==> config.mk <==
export PLATFORM = sky130hd
export DESIGN_NAME = postfix_expression_evaluator_flat
export DESIGN_NICKNAME = d
export VERILOG_FILES = /design/src/design/pfe_pkg.sv /design/src/design/pfe_sym_if.sv /design/src/design/pfe_div.sv /design/src/design/pfe_datapath.sv /design/src/design/pfe_ctrl.sv /design/src/design/postfix_expression_evaluator.sv /design/src/flat_wrapper.sv
export VERILOG_INCLUDE_DIRS = /design/src /design/src/design
export SDC_FILE = /design/constraint.sdc
export NUM_CORES = 2
export LEC_CHECK = 0
export BUFFER_PORTS_ARGS = -buffer_cell sky130_fd_sc_hd__buf_2
export CAP_MARGIN = 20
export CORE_ASPECT_RATIO = 0.9
export CORE_UTILIZATION = 25
export DETAILED_ROUTE_END_ITERATION = 7
export GPL_ROUTABILITY_DRIVEN = 1
export PLACE_DENSITY = 0.4
export SLEW_MARGIN = 25
export SYNTH_ARGS = -nofsm -noshare
export SYNTH_HDL_FRONTEND = slang
export SYNTH_HIERARCHICAL = 1
export SYNTH_SLANG_ARGS = --single-unit
==> constraint.sdc <==
create_clock -name clk_i -period 10.6 [get_ports clk_i]
set_input_delay 0.53 -clock clk_i [delete_from_list [all_inputs] [get_ports clk_i]]
set_output_delay 0.53 -clock clk_i [all_outputs]
set_load 0.1 [all_outputs]
==> src/design/postfix_expression_evaluator_assert.svh <==
// assertion macros for the postfix expression evaluator
`ifndef POSTFIX_EXPRESSION_EVALUATOR_ASSERT_SVH
`define POSTFIX_EXPRESSION_EVALUATOR_ASSERT_SVH

`ifndef SYNTHESIS

`define PFE_ASSERT(lbl, prop, msg) \
  lbl: assert property (@(posedge clk_i) disable iff (!rst_ni) (prop)) else $error(msg);

`define PFE_ASSERT_NEXT(lbl, ante, cons, msg) \
  lbl: assert property (@(posedge clk_i) disable iff (!rst_ni) (ante) |=> (cons)) \
    else $error(msg);

`else

`define PFE_ASSERT(lbl, prop, msg)

`define PFE_ASSERT_NEXT(lbl, ante, cons, msg)

`endif

`endif

==> src/design/pfe_pkg.sv <==
// shared constants, types and command/status structs of the postfix evaluator
`default_nettype none

package pfe_pkg;

  localparam int STACK_DEPTH = 16;
  localparam int VALUE_WIDTH = 32;
  localparam int DEPTH_W     = $clog2(STACK_DEPTH);
  localparam int CNT_W       = $clog2(STACK_DEPTH + 1);
  localparam int DIV_CNT_W   = $clog2(VALUE_WIDTH + 1);
  localparam int SYM_W       = 8;
  localparam int OUT_W       = 32;
  localparam int STAT_W      = 3;

  localparam logic [SYM_W-1:0] SYM_ADD  = 8'h2B;
  localparam logic [SYM_W-1:0] SYM_SUB  = 8'h2D;
  localparam logic [SYM_W-1:0] SYM_MUL  = 8'h2A;
  localparam logic [SYM_W-1:0] SYM_DIV  = 8'h2F;
  localparam logic [SYM_W-1:0] SYM_ZERO = 8'h30;

  typedef logic [VALUE_WIDTH-1:0] value_t;
  typedef logic [CNT_W-1:0]       cnt_t;
  typedef logic [DEPTH_W-1:0]     addr_t;

  typedef enum logic [STAT_W-1:0] {
    ST_OK        = 3'd0,
    ST_UNDERFLOW = 3'd1,
    ST_OVERFLOW  = 3'd2,
    ST_DIVZERO   = 3'd3,
    ST_EMPTY     = 3'd4
  } status_e;

  typedef struct packed {
    logic load;
    logic start_div;
    logic commit;
    logic emit;
  } cmd_t;

  typedef struct packed {
    logic is_div;
    logic can_op;
    logic b_zero;
    logic last;
    logic div_done;
  } stat_t;

endpackage

`default_nettype wire

==> src/design/pfe_sym_if.sv <==
// valid/ready channel interfaces for symbols in and results out
`default_nettype none

interface pfe_sym_if import pfe_pkg::*; ();
  logic             valid;
  logic             ready;
  logic [SYM_W-1:0] symbol;
  logic             last;

  modport source (output valid, output symbol, output last, input ready);
  modport sink   (input valid, input symbol, input last, output ready);
endinterface

interface pfe_res_if import pfe_pkg::*; ();
  logic                    valid;
  logic                    ready;
  logic signed [OUT_W-1:0] value;
  logic [STAT_W-1:0]       status;

  modport source (output valid, output value, output status, input ready);
  modport sink   (input valid, input value, input status, output ready);
endinterface

`default_nettype wire

==> src/design/pfe_div.sv <==
// iterative signed divider, one quotient bit per cycle, truncating toward zero
`default_nettype none

module pfe_div import pfe_pkg::*; (
  input  logic   clk_i,
  input  logic   rst_ni,
  input  logic   start_i,
  input  value_t dividend_i,
  input  value_t divisor_i,
  output logic   done_o,
  output value_t quotient_o
);

  logic                 busy_q, done_q, neg_q;
  logic [DIV_CNT_W-1:0] cnt_q;
  value_t               rem_q, quo_q, den_q;
  value_t               mag_a, mag_b;
  logic [VALUE_WIDTH:0] shifted, trial;

  assign mag_a   = dividend_i[VALUE_WIDTH-1] ? (~dividend_i + value_t'(1)) : dividend_i;
  assign mag_b   = divisor_i[VALUE_WIDTH-1]  ? (~divisor_i + value_t'(1))  : divisor_i;
  assign shifted = {rem_q, quo_q[VALUE_WIDTH-1]};
  assign trial   = shifted - {1'b0, den_q};

  always_ff @(posedge clk_i or negedge rst_ni) begin
    if (!rst_ni) begin
      busy_q <= 1'b0;
      done_q <= 1'b0;
      cnt_q  <= '0;
    end else begin
      done_q <= busy_q && (cnt_q == DIV_CNT_W'(1));
      if (start_i) begin
        busy_q <= 1'b1;
        cnt_q  <= DIV_CNT_W'(VALUE_WIDTH);
      end else if (busy_q) begin
        cnt_q <= cnt_q - DIV_CNT_W'(1);
        if (cnt_q == DIV_CNT_W'(1)) begin
          busy_q <= 1'b0;
        end
      end
    end
  end

  always_ff @(posedge clk_i) begin
    if (start_i) begin
      rem_q <= '0;
      quo_q <= mag_a;
      den_q <= mag_b;
      neg_q <= dividend_i[VALUE_WIDTH-1] ^ divisor_i[VALUE_WIDTH-1];
    end else if (busy_q) begin
      if (!trial[VALUE_WIDTH]) begin
        rem_q <= trial[VALUE_WIDTH-1:0];
        quo_q <= {quo_q[VALUE_WIDTH-2:0], 1'b1};
      end else begin
        rem_q <= shifted[VALUE_WIDTH-1:0];
        quo_q <= {quo_q[VALUE_WIDTH-2:0], 1'b0};
      end
    end
  end

  assign done_o     = done_q;
  assign quotient_o = neg_q ? (~quo_q + value_t'(1)) : quo_q;

endmodule

`default_nettype wire

==> src/design/pfe_datapath.sv <==
// operand stack memory, arithmetic, sticky status and result register
`default_nettype none

module pfe_datapath import pfe_pkg::*; (
  input  logic              clk_i,
  input  logic              rst_ni,
  input  cmd_t              cmd_i,
  input  logic [SYM_W-1:0]  symbol_i,
  input  logic              last_i,
  output stat_t             stat_o,
  output logic [OUT_W-1:0]  value_o,
  output logic [STAT_W-1:0] status_o
);

  value_t           mem [STACK_DEPTH];
  logic [SYM_W-1:0] sym_q;
  logic             last_q;
  value_t           a_q, b_q, top_q;
  cnt_t             cnt_q, cnt_d, cnt_m1, cnt_m2;
  status_e          err_q, flag, emit_status;
  logic [OUT_W-1:0] value_q;
  status_e          status_q;

  logic   is_add, is_sub, is_mul, is_div, is_op, can_op, full, b_zero;
  logic   push_en, div_done;
  addr_t  push_addr;
  value_t push_val, top_d, digit, alu_res, op_res, quo;

  assign cnt_m1 = cnt_q - CNT_W'(1);
  assign cnt_m2 = cnt_q - CNT_W'(2);

  assign is_add = (sym_q == SYM_ADD);
  assign is_sub = (sym_q == SYM_SUB);
  assign is_mul = (sym_q == SYM_MUL);
  assign is_div = (sym_q == SYM_DIV);
  assign is_op  = is_add | is_sub | is_mul | is_div;
  assign can_op = (cnt_q >= CNT_W'(2));
  assign full   = (cnt_q >= CNT_W'(STACK_DEPTH));
  assign b_zero = (b_q == '0);
  assign digit  = value_t'(sym_q) - value_t'(SYM_ZERO);

  pfe_div u_div (
    .clk_i      (clk_i),
    .rst_ni     (rst_ni),
    .start_i    (cmd_i.start_div),
    .dividend_i (a_q),
    .divisor_i  (b_q),
    .done_o     (div_done),
    .quotient_o (quo)
  );

  always_comb begin
    alu_res = a_q + b_q;
    if (is_sub) begin
      alu_res = a_q - b_q;
    end else if (is_mul) begin
      alu_res = a_q * b_q;
    end
  end

  assign op_res = is_div ? (b_zero ? '0 : quo) : alu_res;

  // stack update for the current symbol
  always_comb begin
    push_en   = 1'b0;
    push_addr = cnt_q[DEPTH_W-1:0];
    push_val  = digit;
    cnt_d     = cnt_q;
    flag      = ST_OK;
    top_d     = b_q;
    if (is_op) begin
      if (!can_op) begin
        flag = ST_UNDERFLOW;
      end else begin
        push_en   = 1'b1;
        push_addr = cnt_m2[DEPTH_W-1:0];
        push_val  = op_res;
        cnt_d     = cnt_m1;
        if (is_div && b_zero) begin
          flag = ST_DIVZERO;
        end
      end
    end else if (full) begin
      flag = ST_OVERFLOW;
    end else begin
      push_en = 1'b1;
      cnt_d   = cnt_q + CNT_W'(1);
    end
    if (push_en) begin
      top_d = push_val;
    end
  end

  always_comb begin
    if (err_q != ST_OK) begin
      emit_status = err_q;
    end else if (cnt_q == '0) begin
      emit_status = ST_EMPTY;
    end else begin
      emit_status = ST_OK;
    end
  end

  always_ff @(posedge clk_i or negedge rst_ni) begin
    if (!rst_ni) begin
      cnt_q <= '0;
      err_q <= ST_OK;
    end else if (cmd_i.emit) begin
      cnt_q <= '0;
      err_q <= ST_OK;
    end else if (cmd_i.commit) begin
      cnt_q <= cnt_d;
      if (err_q == ST_OK) begin
        err_q <= flag;
      end
    end
  end

  always_ff @(posedge clk_i) begin
    if (cmd_i.commit && push_en) begin
      mem[push_addr] <= push_val;
    end
  end

  always_ff @(posedge clk_i) begin
    if (cmd_i.load) begin
      sym_q  <= symbol_i;
      last_q <= last_i;
      b_q    <= mem[cnt_m1[DEPTH_W-1:0]];
      a_q    <= mem[cnt_m2[DEPTH_W-1:0]];
    end
    if (cmd_i.commit) begin
      top_q <= top_d;
    end
    if (cmd_i.emit) begin
      value_q  <= (cnt_q == '0) ? '0 : OUT_W'($signed(top_q));
      status_q <= emit_status;
    end
  end

  assign stat_o.is_div   = is_div;
  assign stat_o.can_op   = can_op;
  assign stat_o.b_zero   = b_zero;
  assign stat_o.last     = last_q;
  assign stat_o.div_done = div_done;

  assign value_o  = value_q;
  assign status_o = status_q;

endmodule

`default_nettype wire

==> src/design/pfe_ctrl.sv <==
// sequencing state machine and output valid flag
`default_nettype none

module pfe_ctrl import pfe_pkg::*; (
  input  logic  clk_i,
  input  logic  rst_ni,
  input  logic  in_valid_i,
  output logic  in_ready_o,
  output logic  out_valid_o,
  input  logic  out_ready_i,
  input  stat_t stat_i,
  output cmd_t  cmd_o
);

  typedef enum logic [3:0] {
    S_IDLE = 4'b0001,
    S_EXEC = 4'b0010,
    S_DIVW = 4'b0100,
    S_EMIT = 4'b1000
  } state_e;

  state_e state_q, state_d;
  logic   out_valid_q, out_valid_d;

  always_comb begin
    state_d    = state_q;
    cmd_o      = '0;
    in_ready_o = 1'b0;
    unique case (state_q)
      S_IDLE: begin
        in_ready_o = 1'b1;
        if (in_valid_i) begin
          cmd_o.load = 1'b1;
          state_d    = S_EXEC;
        end
      end
      S_EXEC: begin
        if (stat_i.is_div && stat_i.can_op && !stat_i.b_zero) begin
          cmd_o.start_div = 1'b1;
          state_d         = S_DIVW;
        end else begin
          cmd_o.commit = 1'b1;
          state_d      = stat_i.last ? S_EMIT : S_IDLE;
        end
      end
      S_DIVW: begin
        if (stat_i.div_done) begin
          cmd_o.commit = 1'b1;
          state_d      = stat_i.last ? S_EMIT : S_IDLE;
        end
      end
      S_EMIT: begin
        if (!out_valid_q || out_ready_i) begin
          cmd_o.emit = 1'b1;
          state_d    = S_IDLE;
        end
      end
      default: begin
        state_d = S_IDLE;
      end
    endcase
  end

  always_comb begin
    out_valid_d = out_valid_q;
    if (cmd_o.emit) begin
      out_valid_d = 1'b1;
    end else if (out_ready_i) begin
      out_valid_d = 1'b0;
    end
  end

  always_ff @(posedge clk_i or negedge rst_ni) begin
    if (!rst_ni) begin
      state_q     <= S_IDLE;
      out_valid_q <= 1'b0;
    end else begin
      state_q     <= state_d;
      out_valid_q <= out_valid_d;
    end
  end

  assign out_valid_o = out_valid_q;

endmodule

`default_nettype wire

==> src/design/postfix_expression_evaluator.sv <==
// top level of the postfix expression evaluator
// Usage:
// sym_i carries one expression character per transaction (symbol, last);
// res_o carries one transaction per expression (value, status), after the
// character marked last.
// A digit or operator is accepted with a load that reads the two top stack
// entries from the operand memory; the execute state then computes and
// writes the result back before the next ready. A '/' with two operands and
// a non-zero divisor first waits in the divide state for the bit-serial divider.
// The character marked last then goes through the emit state, which loads the
// result register and sets its valid, waiting while an earlier result is untaken.
// Status codes: 0 ok, 1 underflow, 2 overflow, 3 divide by zero, 4 empty.
// The first error of an expression is kept until its result is loaded for output.
// Reset empties the stack and clears the status; no clearing pass is needed.
// A stalled result stays in the output register while the next expression
// is taken in; only the following last character waits for it to drain.
`default_nettype none

`include "postfix_expression_evaluator_assert.svh"

module postfix_expression_evaluator import pfe_pkg::*; (
  input  logic    clk_i,
  input  logic    rst_ni,
  pfe_sym_if.sink   sym_i,
  pfe_res_if.source res_o
);

  cmd_t              cmd;
  stat_t             stat;
  logic [OUT_W-1:0]  value;
  logic [STAT_W-1:0] status;

  pfe_ctrl u_ctrl (
    .clk_i       (clk_i),
    .rst_ni      (rst_ni),
    .in_valid_i  (sym_i.valid),
    .in_ready_o  (sym_i.ready),
    .out_valid_o (res_o.valid),
    .out_ready_i (res_o.ready),
    .stat_i      (stat),
    .cmd_o       (cmd)
  );

  pfe_datapath u_datapath (
    .clk_i    (clk_i),
    .rst_ni   (rst_ni),
    .cmd_i    (cmd),
    .symbol_i (sym_i.symbol),
    .last_i   (sym_i.last),
    .stat_o   (stat),
    .value_o  (value),
    .status_o (status)
  );

  assign res_o.value  = $signed(value);
  assign res_o.status = status;

  `PFE_ASSERT(a_cmd_exclusive, $onehot0(cmd), "more than one datapath command at once")
  `PFE_ASSERT(a_emit_on_last, !cmd.emit || stat.last, "result emitted for a non-final symbol")
  `PFE_ASSERT(a_div_done_commits, !stat.div_done || cmd.commit, "divide finished without commit")
  `PFE_ASSERT_NEXT(a_div_blocks_input, cmd.start_div, !sym_i.ready, "input taken during divide")

endmodule

`default_nettype wire
==> src/flat_wrapper.sv <==
// flat-port wrapper written by rule: the top's interface ports become plain ports
module postfix_expression_evaluator_flat import pfe_pkg::*;
  (clk_i, rst_ni, sym_i_valid, sym_i_symbol, sym_i_last, sym_i_ready, res_o_valid, res_o_value, res_o_status, res_o_ready);
  pfe_sym_if sym_i_i ();
  pfe_res_if res_o_i ();
  input  logic clk_i;
  input  logic rst_ni;
  input wire logic [$bits(sym_i_i.valid)-1:0] sym_i_valid;
  input wire logic [$bits(sym_i_i.symbol)-1:0] sym_i_symbol;
  input wire logic [$bits(sym_i_i.last)-1:0] sym_i_last;
  output wire logic [$bits(sym_i_i.ready)-1:0] sym_i_ready;
  output wire logic [$bits(res_o_i.valid)-1:0] res_o_valid;
  output wire logic [$bits(res_o_i.value)-1:0] res_o_value;
  output wire logic [$bits(res_o_i.status)-1:0] res_o_status;
  input wire logic [$bits(res_o_i.ready)-1:0] res_o_ready;
  assign sym_i_i.valid = sym_i_valid;
  assign sym_i_i.symbol = sym_i_symbol;
  assign sym_i_i.last = sym_i_last;
  assign sym_i_ready = sym_i_i.ready;
  assign res_o_valid = res_o_i.valid;
  assign res_o_value = res_o_i.value;
  assign res_o_status = res_o_i.status;
  assign res_o_i.ready = res_o_ready;
  postfix_expression_evaluator u_core (.clk_i(clk_i), .rst_ni(rst_ni), .sym_i(sym_i_i), .res_o(res_o_i));
endmodule
==> metrics.yaml <==
clockBufferDepth: 3
hold_viol: 0
hp-class: "primary input to flop"
cts_made_buffers: 89
maxCapViolations: 0
vias: 38434
grt_pass1_wl_um: 298000
criticalPathCategory: "flop to flop"
grtUsageMet1: 0.255
drt_iter0_drc: 3617
path_cells: "buf_4 -> ha_1 -> fa_1 -> inv_1 -> fa_1 -> fa_1 -> fa_1 -> inv_1 -> fa_1 -> fa_1 -> fa_1 -> fa_1 -> ha_1 -> nand3_1 -> nor3_1 -> nand3b_1 -> o2111ai_1 -> a31oi_1 -> o21ai_0 -> nor2_1 -> nand3b_1 -> a31o_2 -> nand2_1"
ant_nets: 0
relSlewSlack: 0.227
ios: 50
status: "finished, final reports clean"
syn-cell-area_sq_um: 56700
syn_inst: 4602
tightest_slew_ns: 1.16
synth-main-ff-cell: "edfxtp_1"
ys_top_cells_by_area: "edfxtp_1 38%, fa_1 15%, mux4_2 13%"
initial_core_util: 0.252
slowest_stage: "edfxtp_1"
grt.met2_usage: 0.284
start_kind: "flop"
placementRows: 165
antenna_found_initial: 12
crit_arrival_ns: 9.80
cp_slowest_stage_delay_ns: 1.00
die_w_um: 504
grt_use_met3: 0.0274
dr.pass1.iters: 5
grt_usage: 0.181
finalWirelength_um: 207000
cts_root_buf: "clkbuf_16"
worstPathRequired_ns: 11.00
syn_nets: 5257
portBuffers: 49
finalSetupViolCount: 0
fin_skew_ns: 0.0579
synthDistinctLibCells: 113
rsz0062_at_grt: "false"
post_drt_via_cell_ratio: 4.96
synth_edf_count: 717
synthArstFlopShare: 0.0260
drive_above_1_share: 0.162
areaGrowthSynthToFinish_pct: 13.3
path_max_fanout: 16
synth_seq_cells: 769
gp_congestion: 0.920
max_freq_mhz: 106
tns_ns: 0
synth_area_leader_cell: "edfxtp_1"
synth.avg_cell_area_sq_um: 12.3
yosysTopAreaCellShare: 0.379
cts_sinks: 769
clk_pin_slew_ns: 0.06
die-area_sq_um: 229000
drv_slew: 0
ys_seq_area_frac: 0.400
ys_warn_count: 6
cts_setup_buffers: 0
yosysMostFrequentCell: "edfxtp_1"
die_y_um: 454
finalCritPeriodShare: 0.887
clock_latency_ns: 0.71
end_kind: "flop"
dp_hpwl_um: 144000
ctsHtreeMaxLevel: 3
path_common_cell: "fa_1"
synthTopCellsByCount: "717 x edfxtp_1, 505 x inv_1, 411 x fa_1"
nets: 5312
cts_tree: "done"
gr-total-overflow: 0
min_period_ns: 9.41
core_sq_um: 225000
grt_pass1_vias: 40233
busiest_layer: "met2"
drc_errors: 0
wl_per_cell_um: 26.8
grt_max_degree: 119
cell usage in the layout (no fill, tap or decap), types with 45 or more instances in the layout:
| cell type | netlist | layout |
|---|---|---|
| o21ai_0 | 123 | 115 |
| nor2_1 | 263 | 245 |
| and2_1 | 265 | 263 |
| a211oi_1 | 49 | 49 |
| nor2b_1 | 45 | 45 |
| mux4_2 | 320 | 320 |
| ha_1 | 231 | 229 |
| edfxtp_1 | 717 | 717 |
| buf_4 | 8 | 146 |
| xnor2_1 | 150 | 149 |
| a21oi_1 | 177 | 177 |
| nand2_1 | 366 | 366 |
| fa_1 | 411 | 411 |
| inv_1 | 505 | 505 |
| xor2_1 | 75 | 73 |
| clkbuf_16 | 0 | 89 |
| buf_2 | 24 | 49 |
path summary, 6_finish.rpt:
check | startpoint | slack, ns | endpoint | cells after the start
max | u_core/u_datapath/a_q[11] | 1.19 | u_core/u_datapath/mem[7][31] | 23
max in group asynchronous | rst_ni | 9.85 | u_core/u_datapath/cnt_q[1] | 2
min reg2reg | u_core/u_datapath/u_div/rem_q[22] | 0.48 | u_core/u_datapath/u_div/rem_q[22] | 2
min in group asynchronous | rst_ni | 0.34 | u_core/u_datapath/cnt_q[3] | 2
min | sym_i_symbol[2] | 0.06 | u_core/u_datapath/sym_q[2] | 1
max reg2reg | u_core/u_datapath/a_q[11] | 1.19 | u_core/u_datapath/mem[7][31] | 23
stage by stage:
step	utilization	hold WS, ns	setup slack (ns)	cell area [sq um]	std cells
3_5_place_dp	0.273	0.473	1.30	61400	7563
3_3_place_gp	0.272	0.466	1.32	61200	7557
2_1_floorplan	-	0.234	2.97	56700	4602
5_1_grt	0.286	0.0231	0.775	64300	7733
4_1_cts	0.285	0.00199	1.24	64200	7732
6_report	0.286	0.0553	1.19	64300	7741
repair_timing:
action | CTS | global route
resized for setup | 0 | 0
hold buffers | 8 | 0
hold endpoints to repair | 26 | 0
sequential cells by signal, summed over array words and instances, names as in the netlist:
signal,flops
u_core/u_ctrl/out_valid_o,1
u_core/u_ctrl/state_q,4
u_core/u_datapath/a_q,32
u_core/u_datapath/b_q,32
u_core/u_datapath/cnt_q,5
u_core/u_datapath/err_q,2
u_core/u_datapath/last_q,1
u_core/u_datapath/mem,512
u_core/u_datapath/status_o,3
u_core/u_datapath/sym_q,8
u_core/u_datapath/top_q,32
u_core/u_datapath/u_div/busy_q,1
u_core/u_datapath/u_div/cnt_q,6
u_core/u_datapath/u_div/den_q,32
u_core/u_datapath/u_div/done_o,1
u_core/u_datapath/u_div/neg_q,1
u_core/u_datapath/u_div/quo_q,32
u_core/u_datapath/u_div/rem_q,32
u_core/u_datapath/value_o,32
worst max-delay path, delay by kind of cell, from the launching register on:
kind | cells | cell delay, ns
AOI/OAI and AO/OA | 4 | 1.45
adders and majority gates | 10 | 4.47
buffers and inverters | 3 | 0.49
DFF | 1 | 1.00
and+or+nand+nor | 6 | 1.58
kinds of logic (layout without fill, tap and decap cells):
| logic type | count (synthesis) | count (layout) | synth area share |
|---|---|---|---|
| multiplexers | 350 | 350 | 0.133 |
| other | 0 | 8 | 0 |
| adder cells (fa/ha/maj) | 642 | 642 | 0.196 |
| AO/OA/AOI/OAI | 680 | 680 | 0.0811 |
| AND/OR/NAND/NOR | 1172 | 1172 | 0.104 |
| flip-flops | 769 | 769 | 0.400 |
| XOR/XNOR | 226 | 226 | 0.0351 |
| buffers and inverters | 763 | 888 | 0.0518 |
cell type report:
type / count / area (sq um)
diodes: 8 / 20.0
clock buffers: 117 / 2380
clock inverters: 44 / 424
fillers: 23200 / 161000
inverters: 509 / 1910
multi-input cells: 3070 / 31400
flip-flops and latches: 769 / 22700
well taps: 3006 / 3760
repair buffers: 218 / 1710
routing by layer:
| layer | routed length, um | share of wire |
|---|---|---|
| met1 | 95300 | 0.46 |
| met2 | 93500 | 0.45 |
| met3 | 11700 | 0.057 |
| met4 | 6580 | 0.032 |
| met5 | 13 | 0.000063 |
Power is not shown: default switching activity piles up to over one toggle a cycle in this logic, so the estimate is an artifact.
